## config.mk

```make
export PLATFORM = sky130hd
export DESIGN_NAME = signed_int_to_decimal_ascii
export DESIGN_NICKNAME = d
export VERILOG_FILES = /design/src/rtl/core/sida_pkg.sv /design/src/rtl/core/sida_cell.sv /design/src/rtl/core/sida_chain.sv /design/src/rtl/core/signed_int_to_decimal_ascii.sv
export SDC_FILE = /design/constraint.sdc
export NUM_CORES = 1
export LEC_CHECK = 0
export BUFFER_PORTS_ARGS = -buffer_cell sky130_fd_sc_hd__buf_2
export CORE_UTILIZATION = 55
export DETAILED_ROUTE_END_ITERATION = 6
export PLACE_DENSITY = 0.74
export SLEW_MARGIN = 20
export SYNTH_ARGS = -nofsm -noshare
export SYNTH_HDL_FRONTEND = slang
export SYNTH_SLANG_ARGS = --single-unit
```

## constraint.sdc

```tcl
create_clock -name clk -period 2.95 [get_ports clk]
set_clock_uncertainty 0.05 [all_clocks]
set_input_delay 0.59 -clock clk [delete_from_list [all_inputs] [get_ports clk]]
set_output_delay 0.59 -clock clk [all_outputs]
set_load 0.1 [all_outputs]
```

## src/rtl/core/sida_pkg.sv

```systemverilog
// Shared types and constants for the signed integer to decimal text converter.
`timescale 1ns / 1ps

package sida_pkg;

  localparam int MAG_W       = 32;
  localparam int BIT_CNT_W   = $clog2(MAG_W);
  localparam int FULL_DIGITS = 10;
  localparam int MAX_DIGITS  = 10;
  localparam int LIMIT       = (MAX_DIGITS < FULL_DIGITS) ? MAX_DIGITS : FULL_DIGITS;
  localparam int CNT_W       = $clog2(FULL_DIGITS + 1);
  localparam int IDX_W       = $clog2(FULL_DIGITS);

  localparam logic [7:0] CHAR_ZERO  = 8'd48;
  localparam logic [7:0] CHAR_PLUS  = 8'd43;
  localparam logic [7:0] CHAR_MINUS = 8'd45;

  typedef enum logic [1:0] {
    ST_IDLE,
    ST_CONVERT,
    ST_EMIT
  } state_t;

  typedef struct packed {
    logic clear;
    logic shift;
  } chain_ctrl_t;

  typedef logic [FULL_DIGITS-1:0][3:0] digits_t;

endpackage

```

## src/rtl/core/sida_cell.sv

```systemverilog
// One BCD digit cell of the shift-and-add-3 conversion chain.
`timescale 1ns / 1ps

module sida_cell (
  input  logic                 clk,
  input  sida_pkg::chain_ctrl_t ctrl,
  input  logic                 bit_in,
  output logic                 bit_out,
  output logic [3:0]           digit
);

  logic [3:0] adjusted;

  // A digit of five or more overflows on the next doubling, so add three first.
  assign adjusted = (digit >= 4'd5) ? (digit + 4'd3) : digit;
  assign bit_out  = adjusted[3];

  always_ff @(posedge clk) begin
    if (ctrl.clear) begin
      digit <= 4'd0;
    end else if (ctrl.shift) begin
      digit <= {adjusted[2:0], bit_in};
    end
  end

endmodule

```

## src/rtl/core/sida_chain.sv

```systemverilog
// Row of BCD digit cells; the binary magnitude enters bit by bit at the low end.
`timescale 1ns / 1ps

module sida_chain (
  input  logic                  clk,
  input  sida_pkg::chain_ctrl_t ctrl,
  input  logic                  serial_in,
  output sida_pkg::digits_t     digits
);

  logic [sida_pkg::FULL_DIGITS:0] carry;

  assign carry[0] = serial_in;

  for (genvar i = 0; i < sida_pkg::FULL_DIGITS; i++) begin : g_cell
    sida_cell u_cell (
      .clk    (clk),
      .ctrl   (ctrl),
      .bit_in (carry[i]),
      .bit_out(carry[i+1]),
      .digit  (digits[i])
    );
  end

  // The top cell never overflows for a 32-bit magnitude; its carry is dropped.
  logic unused_carry;
  assign unused_carry = carry[sida_pkg::FULL_DIGITS];

endmodule

```

## src/rtl/core/signed_int_to_decimal_ascii.sv

```systemverilog
// Top level: signed 32-bit integer to decimal ASCII character stream.
`timescale 1ns / 1ps

// Usage
// The value channel takes one signed 32-bit word when value_valid is high and
// value_stall is low. The character channel returns the decimal text of that
// word, one ASCII character at a time, most significant first, with last set
// on the final character. Zero gives '0' alone; any other value gives a sign
// ('+' or '-') followed by its digits without leading zeros.
// A nonzero word is converted by a row of ten BCD digit cells that takes one
// magnitude bit per cycle in the convert state, and its first character is
// offered once the emit state is reached; a zero is answered in the following
// cycle. Characters then follow one per cycle while the receiver takes them.
// One word is handled at a time, and value_stall is high from acceptance until
// the last character has been taken.
// While character_stall is high the offered character and last hold steady.
// Synchronous reset returns the block to idle and drops any word in progress.

module signed_int_to_decimal_ascii (
  input  logic               clk,
  input  logic               rst,
  input  logic signed [31:0] value,
  input  logic               value_valid,
  output logic               value_stall,
  output logic [7:0]         character,
  output logic               last,
  output logic               character_valid,
  input  logic               character_stall
);

  sida_pkg::state_t state;
  sida_pkg::state_t state_next;

  logic [sida_pkg::MAG_W-1:0]     mag;
  logic [sida_pkg::BIT_CNT_W-1:0] bit_cnt;
  logic                           negative;
  logic                           zero;
  logic                           is_min;
  logic                           sign_pending;
  logic [sida_pkg::IDX_W-1:0]     idx;

  sida_pkg::chain_ctrl_t          chain_ctrl;
  sida_pkg::digits_t              digits;
  logic [sida_pkg::CNT_W-1:0]     ndigits;
  logic [sida_pkg::CNT_W-1:0]     count;

  logic                           in_accept;
  logic                           out_accept;
  logic [sida_pkg::MAG_W-1:0]     value_u;

  assign in_accept  = value_valid && !value_stall;
  assign out_accept = character_valid && !character_stall;
  assign value_u    = unsigned'(value);

  sida_chain u_chain (
    .clk      (clk),
    .ctrl     (chain_ctrl),
    .serial_in(mag[sida_pkg::MAG_W-1]),
    .digits   (digits)
  );

  // Number of significant digits held by the chain.
  always_comb begin
    ndigits = '0;
    for (int i = 0; i < sida_pkg::FULL_DIGITS; i++) begin
      if (digits[i] != 4'd0) begin
        ndigits = sida_pkg::CNT_W'(i + 1);
      end
    end
  end

  // The most negative value always keeps all ten digits.
  always_comb begin
    if (is_min) begin
      count = sida_pkg::CNT_W'(sida_pkg::FULL_DIGITS);
    end else if (ndigits > sida_pkg::CNT_W'(sida_pkg::LIMIT)) begin
      count = sida_pkg::CNT_W'(sida_pkg::LIMIT);
    end else begin
      count = ndigits;
    end
  end

  always_comb begin
    state_next = state;
    case (state)
      sida_pkg::ST_IDLE: begin
        if (value_valid) begin
          state_next = (value_u == '0) ? sida_pkg::ST_EMIT : sida_pkg::ST_CONVERT;
        end
      end
      sida_pkg::ST_CONVERT: begin
        if (bit_cnt == sida_pkg::BIT_CNT_W'(sida_pkg::MAG_W - 1)) begin
          state_next = sida_pkg::ST_EMIT;
        end
      end
      sida_pkg::ST_EMIT: begin
        if (!character_stall && last) begin
          state_next = sida_pkg::ST_IDLE;
        end
      end
      default: state_next = sida_pkg::ST_IDLE;
    endcase
  end

  always_comb begin
    value_stall      = 1'b1;
    character_valid  = 1'b0;
    character        = sida_pkg::CHAR_ZERO;
    last             = 1'b0;
    chain_ctrl.clear = 1'b0;
    chain_ctrl.shift = 1'b0;
    case (state)
      sida_pkg::ST_IDLE: begin
        value_stall      = 1'b0;
        chain_ctrl.clear = value_valid;
      end
      sida_pkg::ST_CONVERT: begin
        chain_ctrl.shift = 1'b1;
      end
      sida_pkg::ST_EMIT: begin
        character_valid = 1'b1;
        if (zero) begin
          character = sida_pkg::CHAR_ZERO;
          last      = 1'b1;
        end else if (sign_pending) begin
          character = negative ? sida_pkg::CHAR_MINUS : sida_pkg::CHAR_PLUS;
          last      = (count == '0);
        end else begin
          character = sida_pkg::CHAR_ZERO + {4'd0, digits[idx]};
          last      = (idx == '0);
        end
      end
      default: begin
        value_stall = 1'b1;
      end
    endcase
  end

  always_ff @(posedge clk) begin
    if (rst) begin
      state <= sida_pkg::ST_IDLE;
    end else begin
      state <= state_next;
    end
  end

  always_ff @(posedge clk) begin
    if (in_accept) begin
      negative     <= value_u[sida_pkg::MAG_W-1];
      zero         <= (value_u == '0);
      is_min       <= (value_u == {1'b1, {(sida_pkg::MAG_W-1){1'b0}}});
      mag          <= value_u[sida_pkg::MAG_W-1] ? (~value_u + 1'b1) : value_u;
      bit_cnt      <= '0;
      sign_pending <= 1'b1;
      idx          <= '0;
    end else if (state == sida_pkg::ST_CONVERT) begin
      mag     <= {mag[sida_pkg::MAG_W-2:0], 1'b0};
      bit_cnt <= bit_cnt + 1'b1;
    end else if (out_accept) begin
      if (sign_pending) begin
        sign_pending <= 1'b0;
        idx          <= sida_pkg::IDX_W'(count - 1'b1);
      end else begin
        idx <= idx - 1'b1;
      end
    end
  end

  a_idx_in_range: assert property (@(posedge clk) disable iff (rst)
    (state == sida_pkg::ST_EMIT && !zero && !sign_pending) |->
      (sida_pkg::CNT_W'(idx) < count))
    else $error("digit index beyond the significant digits");

  a_nonzero_has_digits: assert property (@(posedge clk) disable iff (rst)
    (state == sida_pkg::ST_EMIT && !zero) |-> (count != '0))
    else $error("nonzero word converted to no digits");

  a_last_returns_idle: assert property (@(posedge clk) disable iff (rst)
    (out_accept && last) |=> (state == sida_pkg::ST_IDLE))
    else $error("block not idle after the final character");

  a_accept_leaves_idle: assert property (@(posedge clk) disable iff (rst)
    in_accept |=> (state != sida_pkg::ST_IDLE))
    else $error("accepted word did not start a conversion");

  a_convert_length: assert property (@(posedge clk) disable iff (rst)
    ($past(state) == sida_pkg::ST_CONVERT && state == sida_pkg::ST_EMIT) |->
      (bit_cnt == '0))
    else $error("conversion ended before all magnitude bits were shifted");

endmodule
```

==> impl_metrics.json, run 1 <==
{
  "power.leakage_uw": 0.00240,
  "finalSetupViolations": 1,
  "muxShareOfSynthArea_pct": 4.99,
  "status": "finished with violations",
  "wl_per_cell_um": 15.4,
  "async_flop_share_pct": 0,
  "drt-initial-drc-count": 179,
  "yosysTopAreaCellShare_pct": 19.4,
  "grt_use_total_pct": 25.9,
  "clk_latency_ps": 370,
  "synthAdderAreaFrac_pct": 5.77,
  "clock-sinks": 87,
  "ys_seq_area_share_pct": 38.6,
  "synth.ff_latch_count": 87,
  "slowest_stage": "or3b_4",
  "grt_overflow": 0,
  "dp_cells": 788,
  "rows": 35,
  "p_sw_share_pct": 29.1,
  "synth-edff-count": 35,
  "stdcell_count": 808,
  "min_period_ps": 2980,
  "synth_area_leaders": "edfxtp_1, dfxtp_1, o21ai_0",
  "startpoint_type": "flop",
  "drc_errors": 0,
  "dp_hpwl_um": 8780,
  "wl_um": 12500,
  "report.power.total_uw": 2720,
  "synth_ff_type": "dfxtp_1",
  "drive_gt1_share_pct": 21.8,
  "synth_xor_area_share_pct": 8.24,
  "max_freq_mhz": 336,
  "crit_arrival_ps": 2340,
  "min_path_type": "in2reg",
  "critPathBufInv": 2,
  "synth_top_family_by_area": "simple AND/OR/NAND/NOR gates",
  "cp_max_fo": 2,
  "grt_pass1_wl_um": 21100,
  "diodes": 0,
  "dieArea_um2": 10300,
  "nets": 735,
  "finalHoldViolCount": 0,
  "cts_tree": "built",
  "required_ps": 2310,
  "final_common_cell": "o21ai_0",
  "cts-htree-levels": 3,
  "synthCells": 618,
  "crit_type": "reg2out",
  "path_cells": "inv_2 > ha_4 > or3b_4 > and4b_1 > nor4b_4 > o21ai_1 > a21oi_2 > buf_12",
  "synth-compound-area-share_pct": 18.4,
  "antenna_found_initial": 0,
  "final_util_pct": 67.5,
  "p_int_uw": 1930,
  "io_buffers": 43,
  "hold_buffers": 0,
  "layout_common_cells": "o21ai_0, nand2_1, dfxtp_1",
  "fp.dieW_um": 101,
  "cts_root_buf": "clkbuf_8",
  "core_area_um2": 9370,
  "syn_area_per_cell_um2": 8.77,
  "ir_drop_uv": 256,
  "clk_pin_slew_worst_paths_ps": 100,
  "crit_family": "simple AND/OR/NAND/NOR gates",
  "combPwrFrac_pct": 16.5,
  "yosys.area_share.simple_pct": 19.4,
  "violations": "negative setup slack",
  "power_frac_clock_pct": 32.0,
  "tightest_slew_ps": 599,
  "rsz0062_at_grt": "true",
  "switchingPower_uw": 792,
  "ys_types": 55,
  "yosysTopAreaCell": "edfxtp_1",
  "maxSlewHeadroom_pct": 60.0,
  "slowest_delay_ps": 370,
  "slew_viol_final": 0,
  "die_h_um": 101,
  "yosys_warnings": 0,
  "area_growth_pct": 16.7,
  "antenna_left": 0,
  "rrSetupSlack_ps": 210,
  "cts_made_buffers": 9,
  "finalCritPeriodShare_pct": 101,
  "drt-pass1-iter-count": 5,
  "pwr-share-seq_pct": 51.5,
  "ios": 47,
  "netlist_area_um2": 5420,
  "avgViaCountPerCell": 5.81,
  "drv_cap": 0,
  "critPathCaptureType": "primary output",
  "cts.path.max_buffers": 2,
  "setup_ws_ps": -28.7,
  "grt_max_degree": 39,
  "start_util_pct": 57.8,
  "grt_pass1_vias": 4567,
  "gp_congestion": 0.851,
  "powerDensity_nw_per_um2": 430,
  "vias": 4693
}
registers in the layout (all words and copies together), names as in the netlist:
| name | flops |
|---|---|
| negative | 1 |
| bit_cnt | 5 |
| state | 2 |
| mag | 32 |
| is_min | 1 |
| sign_pending | 1 |
| u_chain.g_cell.u_cell.digit | 40 |
| zero | 1 |
| idx | 4 |
synthesized netlist by cell type, types with 4 or more instances:
master / count
a21oi_1: 35
nand2b_1: 19
buf_1: 8
xor2_1: 39
nand3_1: 35
nor2b_1: 4
xnor2_1: 12
o41ai_1: 7
o31ai_1: 15
o21ai_0: 83
mux2i_1: 9
o32ai_1: 9
inv_1: 26
dfxtp_1: 52
nor4_1: 5
ha_1: 25
clkbuf_1: 22
nand2_1: 64
nor2_1: 40
mux4_2: 8
nor3b_1: 7
o211ai_1: 4
edfxtp_1: 35
final timing paths:
kind	end	cells after the start	start
max	last	8	u_chain.g_cell[6].u_cell.digit[0]$_SDFFE_PP0P_
min reg2reg	bit_cnt[4]$_SDFFE_PP0P_	2	bit_cnt[4]$_SDFFE_PP0P_
max reg2reg	idx[2]$_SDFFE_PP0P_	12	u_chain.g_cell[1].u_cell.digit[0]$_SDFFE_PP0P_
min	state[0]$_SDFFE_PP0P_	2	rst
metrics by stage:
| stage | hold WS [ps] | setup slack, ps | setup TNS (ps) | area [µm²] |
|---|---|---|---|---|
| after CTS | 357 | -92.1 | -92.1 | 6190 |
| after global placement | 399 | 82.8 | 0 | 5920 |
| after detailed placement | 408 | -90.2 | -90.2 | 5920 |
| after global routing | 362 | -161 | -163 | 6320 |
| after floorplan | 368 | -488 | -488 | 5430 |
| final | 359 | -28.7 | -28.7 | 6320 |
kinds of logic (layout without fill, tap and decap cells):
logic type,count (synthesis),in the layout
and+or+nand+nor,207,207
AOI/OAI and AO/OA,168,168
DFF,87,87
buffers and inverters,61,121
xor gates and xnor gates,51,51
adders and majority gates,25,25
muxes,17,17
other,2,3
final cells by class:
class	count	area, µm²
multi-input combinational	471	3250
fill	797	3050
sequential	87	2100
timing repair buffer	79	505
tap	129	161
clock buffer	9	124
inverter	26	97.6
clock inverter	7	77.6
repair_timing:
item,CTS,global route
endpoints found under the setup margin,5,5
pin swaps,2,5
resized for setup,15,30
setup buffers,2,2
power groups by stage:
stage | combinational (µW) | clock, µW | sequential (µW)
floorplan | 298 | 0 | 1420
finish | 449 | 871 | 1400
detailed placement | 431 | 0 | 1430
global placement | 418 | 0 | 1430
CTS | 436 | 883 | 1400
global route | 507 | 927 | 1410
metal layers:
metal | GRT usage, % | vias to the layer above | share of wire [%]
met3 | 4.28 | 17 | 5.3
li1 | - | 2338 | -
met4 | 10.8 | 0 | 1.9
met1 | 32.2 | 2227 | 43
met5 | 0 | - | 0
met2 | 44.8 | 111 | 50
Power figures use the tool's default switching activity.
==> inputs of run 2 (changes only) <==
- CORE_UTILIZATION: 55 -> 60
- PLACE_DENSITY: 0.74 -> 0.8
==> impl_metrics.json, run 2 (synthesis gave the netlist of run 1 again) <==
{
  "wl_per_cell_um": 16.3,
  "antenna_found_initial": 0,
  "diodes": 0,
  "fin_area_um2": 6360,
  "cp_max_fo": 2,
  "grt_overflow": 0,
  "pre_cts_slack_ps": 75.4,
  "top_register": "u_chain.g_cell.u_cell.digit",
  "core_area_um2": 8720,
  "clock-sinks": 87,
  "setup_ws_ps": -75.5,
  "finalHoldViolCount": 0,
  "gp_congestion": 0.926,
  "crit_type": "reg2out",
  "rsz0062_at_grt": "true",
  "finalCritPeriodShare_pct": 103,
  "cts.path.max_buffers": 2,
  "cts_root_buf": "clkbuf_8",
  "power.leakage_uw": 0.00244,
  "wl_um": 13100,
  "drive_gt1_share_pct": 23.2,
  "grt_use_total_pct": 28.3,
  "drv_cap": 0,
  "cts_tree": "built",
  "report.power.total_uw": 2590,
  "grt_pass1_wl_um": 21700,
  "drt-pass1-iter-count": 5,
  "cts_made_buffers": 9,
  "area_growth_pct": 17.5,
  "tightest_slew_ps": 798,
  "clk_latency_ps": 370,
  "drc_errors": 0,
  "rows": 34,
  "max_freq_mhz": 331,
  "largestRegisters": "u_chain.g_cell.u_cell.digit (40), mag (32), bit_cnt (5)",
  "violations": "negative setup slack",
  "final_common_cell": "o21ai_0",
  "dieArea_um2": 9410,
  "largest_reg_flops": 40,
  "critPathCaptureType": "primary output",
  "die_h_um": 97.0,
  "powerDensity_nw_per_um2": 408,
  "crit_arrival_ps": 2390,
  "avgViaCountPerCell": 6.07,
  "finalSetupViolations": 1,
  "fp.dieW_um": 97.0,
  "stdcell_count": 803,
  "slew_viol_final": 0,
  "dp_hpwl_um": 9090,
  "min_period_ps": 3030,
  "clk_pin_slew_worst_paths_ps": 90,
  "grt_max_degree": 71,
  "drt-initial-drc-count": 253,
  "ios": 47,
  "io_buffers": 43,
  "required_ps": 2310,
  "grt_pass1_vias": 4807,
  "vias": 4876,
  "dp_cells": 777,
  "nets": 751,
  "status": "finished with violations",
  "antenna_left": 0,
  "maxSlewHeadroom_pct": 46.0,
  "placed_cell_area_um2": 5970,
  "cts-htree-levels": 3,
  "layout_common_cells": "o21ai_0, nand2_1, buf_4",
  "min_path_type": "in2reg",
  "startpoint_type": "flop",
  "ir_drop_uv": 301,
  "start_util_pct": 62.1,
  "final_util_pct": 73.0
}
run 2: cell count changes in the layout (fill, tap and decap cells not counted), sizes merged:
cell and change:
bufinv -1, clkinvlp +4, clkinv -1, inv -3, buf +17
run 2: layout make-up:
type                    count  area (µm²)
clock buffers              10         128
clock inverters             6        37.5
fillers                   664        2360
inverters                  26        97.6
multi-input cells         471        3240
flip-flops and latches     87        2100
well taps                 108         135
repair buffers             95         623
run 2: critical path, cell delays in order, from the launching register on:
cell and delay [ps]:
dfxtp_2 340, inv_2 80, ha_4 140, or3b_4 370
and4b_1 280, nor4b_4 190, buf_4 150, o21ai_2 50
a21oi_2 220, buf_12 210
run 2: metrics by stage:
step / hold WS [ps] / TNS [ps]
floorplan: 368 / -488
global placement: 382 / 0
detailed placement: 390 / 0
CTS: 344 / -70.8
global route: 350 / -144
finish: 354 / -75.5
run 2: per-layer routing:
layer | track usage (%) | up-vias | part of all wire, %
met1 | 31.8 | 2299 | 40
met5 | 0 | - | 0
li1 | - | 2375 | -
met2 | 50.3 | 163 | 51
met4 | 15.2 | 0 | 3.1
met3 | 5.42 | 39 | 5.0
run 2: timing repair:
item | 4_1_cts | 5_1_grt
hold buffers | 0 | 0
setup buffers | 8 | 2
gates resized for setup | 25 | 16
setup endpoints to repair | 5 | 4
hold endpoints to repair | 0 | 0
pin swaps | 3 | 6
run 2: report_power, final:
part | total (µW) | internal, µW | switching, µW
logic | 453 | 166 | 287
registers | 1400 | 1360 | 42.3
clock network | 737 | 300 | 437
total | 2590 | 1830 | 766
run 2: worst paths after layout:
| kind | start | endpoint | slack (ps) | depth (start not counted) |
|---|---|---|---|---|
| worst max-delay path | u_chain.g_cell[6].u_cell.digit[0]$_SDFFE_PP0P_ | last | -80 | 9 |
| worst min-delay path | rst | state[1]$_SDFFE_PP0P_ | 350 | 2 |
| worst max register to register | u_chain.g_cell[1].u_cell.digit[1]$_SDFFE_PP0P_ | idx[2]$_SDFFE_PP0P_ | 160 | 12 |
| worst min register to register | mag[31]$_DFFE_PP_ | u_chain.g_cell[0].u_cell.digit[0]$_SDFFE_PP0P_ | 410 | 2 |
